File: config.mk
export PLATFORM = sky130hd
export DESIGN_NAME = matrix_keypad_scan_latch_top
export DESIGN_NICKNAME = d
export VERILOG_FILES = /design/src/hw/rtl/mksl_pkg.sv /design/src/hw/rtl/matrix_keypad_scan_latch_top.sv
export SDC_FILE = /design/constraint.sdc
export NUM_CORES = 1
export LEC_CHECK = 0
export ABC_AREA = 1
export BUFFER_PORTS_ARGS = -buffer_cell sky130_fd_sc_hd__buf_2
export CORE_MARGIN = 4
export CORE_UTILIZATION = 55
export DETAILED_ROUTE_END_ITERATION = 8
export GPL_ROUTABILITY_DRIVEN = 0
export PLACE_DENSITY = 0.81
export SYNTH_ARGS = -nofsm -noshare
export SYNTH_HDL_FRONTEND = slang
export SYNTH_SLANG_ARGS = --single-unit
File: constraint.sdc
create_clock -name clock -period 1.9 [get_ports clock]
set_input_delay 0.19 -clock clock [delete_from_list [all_inputs] [get_ports clock]]
set_output_delay 0.19 -clock clock [all_outputs]
set_load 0.02 [all_outputs]
File: src/hw/rtl/mksl_pkg.sv
package mksl_pkg;

   localparam int KeyCount = 16;

   localparam logic [7:0] RowDrive = 8'hf0;

   localparam logic OP_POLL = 1'b0;
   localparam logic OP_READ = 1'b1;

   typedef logic [3:0] key_idx_type;
   typedef logic [6:0] ascii_type;

   typedef struct packed {
      logic        hit;
      key_idx_type idx;
   } decode_type;

   localparam logic [7:0] KeyCodes [KeyCount] = '{
      8'h77, 8'h7b, 8'h7d, 8'h7e,
      8'hb7, 8'hbb, 8'hbd, 8'hbe,
      8'hd7, 8'hdb, 8'hdd, 8'hde,
      8'he7, 8'heb, 8'hed, 8'hee
   };

   // key order 123A456B789C*0#D
   localparam ascii_type KeyAscii [KeyCount] = '{
      7'h31, 7'h32, 7'h33, 7'h41,
      7'h34, 7'h35, 7'h36, 7'h42,
      7'h37, 7'h38, 7'h39, 7'h43,
      7'h2a, 7'h30, 7'h23, 7'h44
   };

   function automatic decode_type decode_key(input logic [7:0] row, input logic [7:0] col);
      decode_type  res;
      logic [7:0]  code;
      res  = '0;
      code = row | col;
      // codes are distinct, so at most one entry matches
      for (int i = 0; i < KeyCount; i++) begin
         if (KeyCodes[i] == code) begin
            res.hit = 1'b1;
            res.idx = key_idx_type'(i);
         end
      end
      if (row == RowDrive) begin
         res.hit = 1'b0;
      end
      return res;
   endfunction

endpackage

File: src/hw/rtl/matrix_keypad_scan_latch_top.sv
// channel | ports                                     | direction
// --------+-------------------------------------------+----------
// req     | req_valid req_ready req_opcode            | in
//         | req_row_drive_sample req_col_drive_sample |
// rsp     | rsp_valid rsp_ready rsp_key_valid         | out
//         | rsp_key_char rsp_waiting_release          |
//         | rsp_new_key_latched                       |
//
// Each item is held in the input register and then moves to the result register,
// where the decode and key latch update take place in that same step.
// Sustained rate is one item per cycle while rsp_ready is held high.
// The input register doubles as a skid stage: one item is taken while a result waits.
// Reset (synchronous) empties both stages and clears the wait and latch state.
module matrix_keypad_scan_latch_top (
   input  logic       clock,
   input  logic       reset,
   input  logic       req_valid,
   output logic       req_ready,
   input  logic       req_opcode,
   input  logic [7:0] req_row_drive_sample,
   input  logic [7:0] req_col_drive_sample,
   output logic       rsp_valid,
   input  logic       rsp_ready,
   output logic       rsp_key_valid,
   output logic [6:0] rsp_key_char,
   output logic       rsp_waiting_release,
   output logic       rsp_new_key_latched
);
   import mksl_pkg::*;

   logic        in_valid_ff;
   logic        in_opcode_ff;
   logic [7:0]  in_row_ff;
   logic [7:0]  in_col_ff;

   logic        out_valid_ff, out_valid_in;
   logic        out_key_valid_ff, out_key_valid_in;
   ascii_type   out_key_char_ff, out_key_char_in;
   logic        out_new_ff, out_new_in;

   logic        release_wait_ff, release_wait_in;
   key_idx_type candidate_key_ff, candidate_key_in;
   logic        latched_valid_ff, latched_valid_in;
   key_idx_type latched_key_ff, latched_key_in;

   logic        advance;
   decode_type  dec;

   assign advance   = in_valid_ff && (!out_valid_ff || rsp_ready);
   assign req_ready = !in_valid_ff || advance;

   assign dec = decode_key(in_row_ff, in_col_ff);

   always_comb begin
      release_wait_in  = release_wait_ff;
      candidate_key_in = candidate_key_ff;
      latched_valid_in = latched_valid_ff;
      latched_key_in   = latched_key_ff;
      out_key_valid_in = 1'b0;
      out_key_char_in  = '0;
      out_new_in       = 1'b0;
      out_valid_in     = out_valid_ff && !rsp_ready;
      if (advance) begin
         out_valid_in = 1'b1;
         if (in_opcode_ff == OP_READ) begin
            if (latched_valid_ff) begin
               out_key_valid_in = 1'b1;
               out_key_char_in  = KeyAscii[latched_key_ff];
            end
            latched_valid_in = 1'b0;
            latched_key_in   = '0;
         end else if (!release_wait_ff) begin
            if (dec.hit) begin
               candidate_key_in = dec.idx;
               release_wait_in  = 1'b1;
            end
         end else if (!dec.hit) begin
            // release: latch the candidate unless it is already latched
            release_wait_in = 1'b0;
            if (!latched_valid_ff || latched_key_ff != candidate_key_ff) begin
               latched_valid_in = 1'b1;
               latched_key_in   = candidate_key_ff;
               out_new_in       = 1'b1;
            end
         end
      end
   end

   always_ff @(posedge clock) begin
      if (reset) begin
         in_valid_ff      <= 1'b0;
         out_valid_ff     <= 1'b0;
         release_wait_ff  <= 1'b0;
         candidate_key_ff <= '0;
         latched_valid_ff <= 1'b0;
         latched_key_ff   <= '0;
      end else begin
         if (req_ready) begin
            in_valid_ff <= req_valid;
         end
         out_valid_ff     <= out_valid_in;
         release_wait_ff  <= release_wait_in;
         candidate_key_ff <= candidate_key_in;
         latched_valid_ff <= latched_valid_in;
         latched_key_ff   <= latched_key_in;
      end
   end

   always_ff @(posedge clock) begin
      if (req_ready && req_valid) begin
         in_opcode_ff <= req_opcode;
         in_row_ff    <= req_row_drive_sample;
         in_col_ff    <= req_col_drive_sample;
      end
      if (advance) begin
         out_key_valid_ff <= out_key_valid_in;
         out_key_char_ff  <= out_key_char_in;
         out_new_ff       <= out_new_in;
      end
   end

   logic out_wait_ff;
   always_ff @(posedge clock) begin
      if (advance) begin
         out_wait_ff <= release_wait_in;
      end
   end

   assign rsp_valid           = out_valid_ff;
   assign rsp_key_valid       = out_key_valid_ff;
   assign rsp_key_char        = out_key_char_ff;
   assign rsp_waiting_release = out_wait_ff;
   assign rsp_new_key_latched = out_new_ff;

   a_reset_empty: assert property (@(posedge clock)
      reset |=> !rsp_valid && !in_valid_ff)
      else $error("pipeline not empty after reset");

   a_new_not_read: assert property (@(posedge clock) disable iff (reset)
      rsp_valid && rsp_new_key_latched |-> !rsp_key_valid && !rsp_waiting_release)
      else $error("latch result carries read data or pending wait");

   a_key_char: assert property (@(posedge clock) disable iff (reset)
      rsp_valid && rsp_key_valid |-> rsp_key_char != 7'd0)
      else $error("returned key without character");

   a_new_sets_latch: assert property (@(posedge clock) disable iff (reset)
      advance && out_new_in |=> latched_valid_ff && !release_wait_ff)
      else $error("latch state not updated on new key");

   a_read_clears: assert property (@(posedge clock) disable iff (reset)
      advance && in_opcode_ff == OP_READ |=> !latched_valid_ff)
      else $error("host read left latch set");

endmodule
==> results of run 1 <==
how the worst max path moves through the flow:
stage	startpoint	endpoint	slack [ns]	depth (start not counted)
after detailed placement	in_col_ff[1]	candidate_key_ff[0]	0.25	12
final	latched_key_ff[0]	latched_key_ff[2]	0.23	9
after CTS	in_col_ff[1]	candidate_key_ff[0]	0.23	12
after global routing	in_col_ff[0]	candidate_key_ff[0]	0.08	12
after floorplan	in_col_ff[0]	candidate_key_ff[0]	0.37	12
after global placement	in_col_ff[0]	candidate_key_ff[0]	0.28	12
per-layer routing:
metal	wire length (µm)	part of all wire, %
met2	1405	44
met4	46	1.5
met5	0	0
met3	173	5.5
met1	1540	49
what timing repair did:
item,4_1_cts,5_1_grt
resized for setup,0,0
hold endpoints to repair,0,2
hold buffers,0,2
kinds of logic (layout without fill, tap and decap cells):
family,Yosys count,in the layout,share of synthesized area (%)
buffers and inverters,36,76,7.192
AND/OR/NAND/NOR,103,103,26.10
AO/OA/AOI/OAI,31,31,10.06
adder cells (fa/ha/maj),5,5,3.183
flip-flops,39,39,53.47
state kept, by name (all words and copies together), names as in the netlist:
register             count
latched_valid_ff         1
rsp_new_key_latched      1
release_wait_ff          1
rsp_key_char             7
candidate_key_ff         4
in_valid_ff              1
rsp_waiting_release      1
latched_key_ff           4
rsp_valid                1
in_col_ff                8
rsp_key_valid            1
in_opcode_ff             1
in_row_ff                8
layout by cell type (no fill, tap or decap), types with 3 or more instances in the layout:
cell type | synthesis | layout
dfxtp_1 | 12 | 12
ha_1 | 5 | 5
nand2_1 | 42 | 42
o21ai_0 | 4 | 4
edfxtp_1 | 27 | 27
a21oi_1 | 13 | 13
inv_1 | 29 | 29
a21oi_2 | 4 | 4
nor2_2 | 6 | 6
clkbuf_4 | 0 | 5
nor3_1 | 3 | 3
nand2_2 | 11 | 11
inv_2 | 4 | 4
buf_2 | 1 | 32
nor2_4 | 4 | 4
nor2_1 | 22 | 22
nand3_1 | 11 | 11
cell type report:
| cell class | count | area, µm² | share of cell area, % |
|---|---|---|---|
| clock buffers | 5 | 37.54 | 1.653 |
| clock inverters | 3 | 38.79 | 1.708 |
| inverters | 34 | 132.6 | 5.840 |
| flip-flops and latches | 39 | 1051 | 46.28 |
| repair buffers | 34 | 180.2 | 7.934 |
| well taps | 46 | 57.56 | 2.534 |
| multi-input cells | 139 | 773.2 | 34.05 |
per-stage QoR:
step	utilization, %	instances	instance area [µm²]	setup slack (ns)
2_1_floorplan	-	214	1966	0.3729
3_3_place_gp	64.16	290	2175	0.2794
3_5_place_dp	64.16	290	2175	0.2477
4_1_cts	66.41	298	2251	0.2320
5_1_grt	67.00	300	2271	0.07827
6_report	67.00	300	2271	0.2349
where the power goes:
part | switching [mW] | internal, mW | leakage (nW)
combinational | 0.105 | 0.0570 | 0.581
sequential | 0.0159 | 0.944 | 0.361
clock | 0.243 | 0.271 | 0.0426
==> results.py, run 1 <==
metrics = {
    "status": {
        "outcome": "finished clean",
    },
    "critical_path": {
        "crit_family": "simple AND/OR/NAND/NOR gates",
        "reg2reg_slack_ns": 0.23,
        "critPathLaunchType": "flip-flop",
        "r2r-end": "latched_key_ff[2]",
        "cp_common_cell": "nand2_1",
        "end_kind": "flip-flop",
        "r2r_cells": 9,
        "crit_arrival_ns": 1.93,
        "cpPeakStageDelay_ns": 0.47,
        "path_cells": "inv_2 -> or2_2 -> o211ai_1 -> nor2_1 -> nand2_1 -> nand2_1 -> nor2_4 -> nand3_1 -> a21oi_1",
        "cp_max_fo": 6,
        "cp.required_ns": 2.17,
        "worstSetupPathType": "reg -> reg",
        "crit_slowest_cell": "dfxtp_1",
        "r2r_start": "latched_key_ff[0]",
        "path_buf_inv": 1,
    },
    "synthesis": {
        "netlist.area_leader.share_pct": 41.25,
        "syn_nets": 240,
        "synth_area_leaders": "edfxtp_1 (41%), dfxtp_1 (12%), nand2_1 (8.0%), inv_1 (5.5%), nor2_1 (4.2%)",
        "ys.flop_type": "edfxtp_1",
        "synth_area_per_cell_um2": 9.185,
        "synthMostInstantiatedCell": "nand2_1",
        "synthesis.area_mm2": 0.001966,
        "synth_cell_types": 30,
        "synth_enable_flop_cells": 27,
        "synth_cells": 214,
        "synth_commonest_cells": "nand2_1 (42), inv_1 (29), edfxtp_1 (27), nor2_1 (22), a21oi_1 (13)",
        "async_reset_ff_share_pct": 0,
        "yosys_warnings": 0,
        "yosysSeqAreaShare_pct": 53.47,
        "yosys_register_bits": 39,
        "synth_top_area_cell": "edfxtp_1",
    },
    "floorplan": {
        "initial_utilization_pct": 57.99,
        "die_h_um": 67.78,
        "dieArea_mm2": 0.004594,
        "rows": 21,
        "core_area_mm2": 0.003390,
        "fp.dieW_um": 67.78,
        "io_pins": 33,
    },
    "power_and_ir_drop": {
        "leakage_nw": 0.9844,
        "power_density_mw_per_mm2": 720.0,
        "max-vdd-ir-drop_mv": 0.4722,
        "power_mw": 1.635,
    },
    "hold_path": {
        "hp-start": "req_col_drive_sample[3]",
        "holdPathStages": 1,
        "hold_class": "in -> reg",
        "whs_endpoint": "in_col_ff[3]",
    },
    "cells_and_area": {
        "fill_cells": 288,
        "num-nets-final": 279,
        "area_growth_pct": 15.53,
        "diodes": 0,
        "drive_gt1_share_pct": 29.13,
    },
    "global_route": {
        "grt_pass1_wl_mm": 5.623,
        "top_usage_layer": "met2",
        "grt_max_degree": 18,
        "antenna_found_initial": 0,
        "met2_usage_pct": 26.25,
        "grt_pass1_vias": 1401,
        "grt_use_total_pct": 16.35,
        "grt_use_met1_pct": 20.65,
        "globalRouteMet3Util_pct": 4.992,
        "overflow": 0,
    },
    "cts": {
        "clock_latency_ns": 0.33,
        "cts_root_buf": "clkbuf_4",
        "cts_sinks": 39,
        "clock_path_buffers": 2,
        "post_cts_buffers": 0,
        "cts-htree-levels": 2,
        "clk_pin_slew_ns": 0.11,
        "cts_buffers": 5,
        "cts_tree": "done",
    },
    "timing": {
        "max_slew_margin_pct": 60.18,
        "setup_viol": 0,
        "fin_hold_ws_ns": 0.03107,
        "worstMarginPinSlew_ns": 0.5967,
        "setup-tns-final_ns": 0,
        "finalClockSkew_ns": 0.01100,
        "drv_slew": 0,
        "finalHoldViolCount": 0,
        "rsz0062_at_grt": "false",
        "max_freq_ghz": 0.6006,
        "fin_crit_sh_pct": 87.64,
        "fin_crit_ns": 1.665,
    },
    "detailed_routing": {
        "post_drt_wl_per_cell_um": 10.55,
        "drc": 0,
        "routed_wl_mm": 3.165,
        "dr_total_vias": 1441,
        "via_per_inst": 4.803,
        "dr.pass1.iters": 4,
        "antenna_left": 0,
        "drt-initial-drc-count": 52,
    },
    "job": {
        "drv_cap": 0,
    },
    "placement": {
        "io_buffer_count": 32,
        "dp.final_hpwl_mm": 2.432,
    },
}
Power figures use the tool's default switching activity.
==> run 2, diff against run 1 <==
--- a/config.mk
+++ b/config.mk
@@ -8,10 +8,11 @@
 export ABC_AREA = 1
 export BUFFER_PORTS_ARGS = -buffer_cell sky130_fd_sc_hd__buf_2
 export CORE_MARGIN = 4
-export CORE_UTILIZATION = 55
+export CORE_UTILIZATION = 32
+export CTS_BUF_LIST = sky130_fd_sc_hd__clkbuf_8
 export DETAILED_ROUTE_END_ITERATION = 8
 export GPL_ROUTABILITY_DRIVEN = 0
-export PLACE_DENSITY = 0.81
+export PLACE_DENSITY = 0.53
 export SYNTH_ARGS = -nofsm -noshare
 export SYNTH_HDL_FRONTEND = slang
 export SYNTH_SLANG_ARGS = --single-unit
==> run 2 against run 1 <==
Setup slack improved by 0.035 ns; sequential cell count did not move; combinational power barely moved; sequential power barely moved; largest power group unchanged; hold slack improved by 0.043 ns; total power rose by 0.53%; first-iteration DRC count fell by 1.9%; count of clock-buffer cells in the layout did not move; cell count rose by 9.7%; largest cell class unchanged.
==> results.py, run 2 (same netlist as run 1, synthesis figures left out) <==
metrics = {
    "hold_path": {
        "whs_endpoint": "in_col_ff[7]",
        "hold_class": "in -> reg",
        "holdPathStages": 1,
        "hp-start": "req_col_drive_sample[7]",
    },
    "detailed_routing": {
        "drc": 0,
        "dr_total_vias": 1461,
        "post_drt_wl_per_cell_um": 10.07,
        "routed_wl_mm": 3.314,
        "dr.pass1.iters": 4,
        "drt-initial-drc-count": 51,
        "antenna_left": 0,
        "via_per_inst": 4.441,
    },
    "cts": {
        "postCtsHoldBufs": 0,
        "cts_tree": "done",
        "clock_latency_ns": 0.29,
        "cts_buffers": 5,
        "cts_sinks": 39,
        "cts-htree-levels": 2,
        "cts_resized": 0,
        "clock_path_buffers": 2,
        "clk_pin_slew_ns": 0.08,
        "post_cts_buffers": 0,
        "cts_root_buf": "clkbuf_8",
    },
    "placement": {
        "io_buffer_count": 32,
        "dp.final_hpwl_mm": 2.618,
    },
    "critical_path": {
        "r2r-end": "candidate_key_ff[0]",
        "r2r_cells": 12,
        "critPathLaunchType": "flip-flop",
        "startpoint": "in_col_ff[4]",
        "end_kind": "flip-flop",
        "cp_max_fo": 5,
        "reg2reg_slack_ns": 0.27,
        "r2r_start": "in_col_ff[4]",
        "crit_arrival_ns": 1.82,
        "cp.required_ns": 2.09,
        "worstSetupPathType": "reg -> reg",
    },
    "floorplan": {
        "dieArea_mm2": 0.007461,
        "io_pins": 33,
        "initial_utilization_pct": 33.00,
        "core_area_mm2": 0.005956,
        "die_h_um": 86.38,
        "rows": 28,
        "fp.dieW_um": 86.38,
    },
    "timing": {
        "worstMarginPinSlew_ns": 0.3737,
        "max_freq_ghz": 0.6136,
        "fin_hold_ws_ns": 0.07398,
        "finalClockSkew_ns": 0.007247,
        "rsz0062_at_grt": "false",
        "fin_crit_sh_pct": 85.77,
        "max_slew_margin_pct": 75.06,
        "setup_viol": 0,
        "setup-tns-final_ns": 0,
        "fin_crit_ns": 1.630,
        "drv_slew": 0,
        "finalHoldViolCount": 0,
    },
    "power_and_ir_drop": {
        "p_clk_share_pct": 31.8,
        "p_seq_share_pct": 58.4,
        "power_mw": 1.644,
        "switching_share_pct": 24.21,
        "max-vdd-ir-drop_mv": 0.3615,
        "p_switching_mw": 0.3979,
        "leakage_nw": 0.9955,
        "power_density_mw_per_mm2": 712.8,
        "power.internal_mw": 1.246,
        "pwr-share-comb_pct": 9.8,
    },
    "global_route": {
        "grt_max_degree": 18,
        "overflow": 0,
        "grt_pass1_vias": 1406,
        "grt_pass1_wl_mm": 5.747,
        "antenna_found_initial": 0,
        "grt_use_total_pct": 9.721,
    },
    "cells_and_area": {
        "diodes": 0,
        "fin_util_pct": 38.72,
        "final_cell_mix": "nand2_1 (42), inv_1 (32), buf_2 (32)",
        "drive_gt1_share_pct": 29.13,
        "area_growth_pct": 17.31,
        "final_common_cell": "nand2_1",
        "num-nets-final": 279,
    },
    "status": {
        "outcome": "finished clean",
    },
    "job": {
        "drv_cap": 0,
    },
}
run 2: changes by cell type in the layout (fill, tap and decap cells not counted):
cell and delta:
clkbuf_8 +5, bufinv_16 -1, clkbuf_4 -5, inv_1 +3, buf_4 +2, clkinv_2 -1, clkinv_1 -1, dlygate4sd3_1 -2
run 2: how the worst max path moves through the flow:
stage,cells past startpoint,end
floorplan,12,candidate_key_ff[0]
global placement,12,candidate_key_ff[0]
detailed placement,12,candidate_key_ff[0]
CTS,12,candidate_key_ff[0]
global route,12,candidate_key_ff[0]
finish,12,candidate_key_ff[0]
run 2: area by class of cell:
cell class,instances,area [µm²]
Timing Repair Buffer,34,175.2
Sequential cell,39,1051
Multi-Input combinational cell,139,773.2
Inverter,34,132.6
Tap cell,75,93.84
Clock inverter,3,11.26
Fill cell,625,3650
Clock buffer,5,68.82
run 2: through the flow:
step	setup WS (ns)	cells	instance area, µm²
floorplan	0.3729	214	1966
global placement	0.2534	321	2226
detailed placement	0.2492	321	2226
CTS	0.2398	329	2306
global route	0.02797	329	2306
finish	0.2704	329	2306
run 2: worst max-delay path: stages, from the launching register on:
cell and delay [ns]:
edfxtp_1 0.38, nor2_2 0.19, nand2_1 0.12, nor2_4 0.16, nand2_1 0.08, nand2_2 0.10, nor2_4 0.05, nand3_4 0.11
nand3_4 0.11, clkinv_4 0.09, nand2_2 0.05, nor2_2 0.06, nor2_1 0.04
run 2: metal layers:
layer	vias to the layer above	track usage (%)	wire, µm
li1	777	-	-
met1	647	10.29	1429
met2	30	17.52	1643
met3	7	3.232	196
met4	0	4.108	46
met5	-	0	0
run 2: power groups by stage:
stage          clock, mW  combinational, mW  sequential (mW)
6_report           0.523              0.161            0.960
4_1_cts            0.548              0.164            0.960
5_1_grt            0.589              0.183            0.964
3_5_place_dp           0              0.164            0.979
3_3_place_gp           0              0.162            0.979
2_1_floorplan          0              0.103            0.989
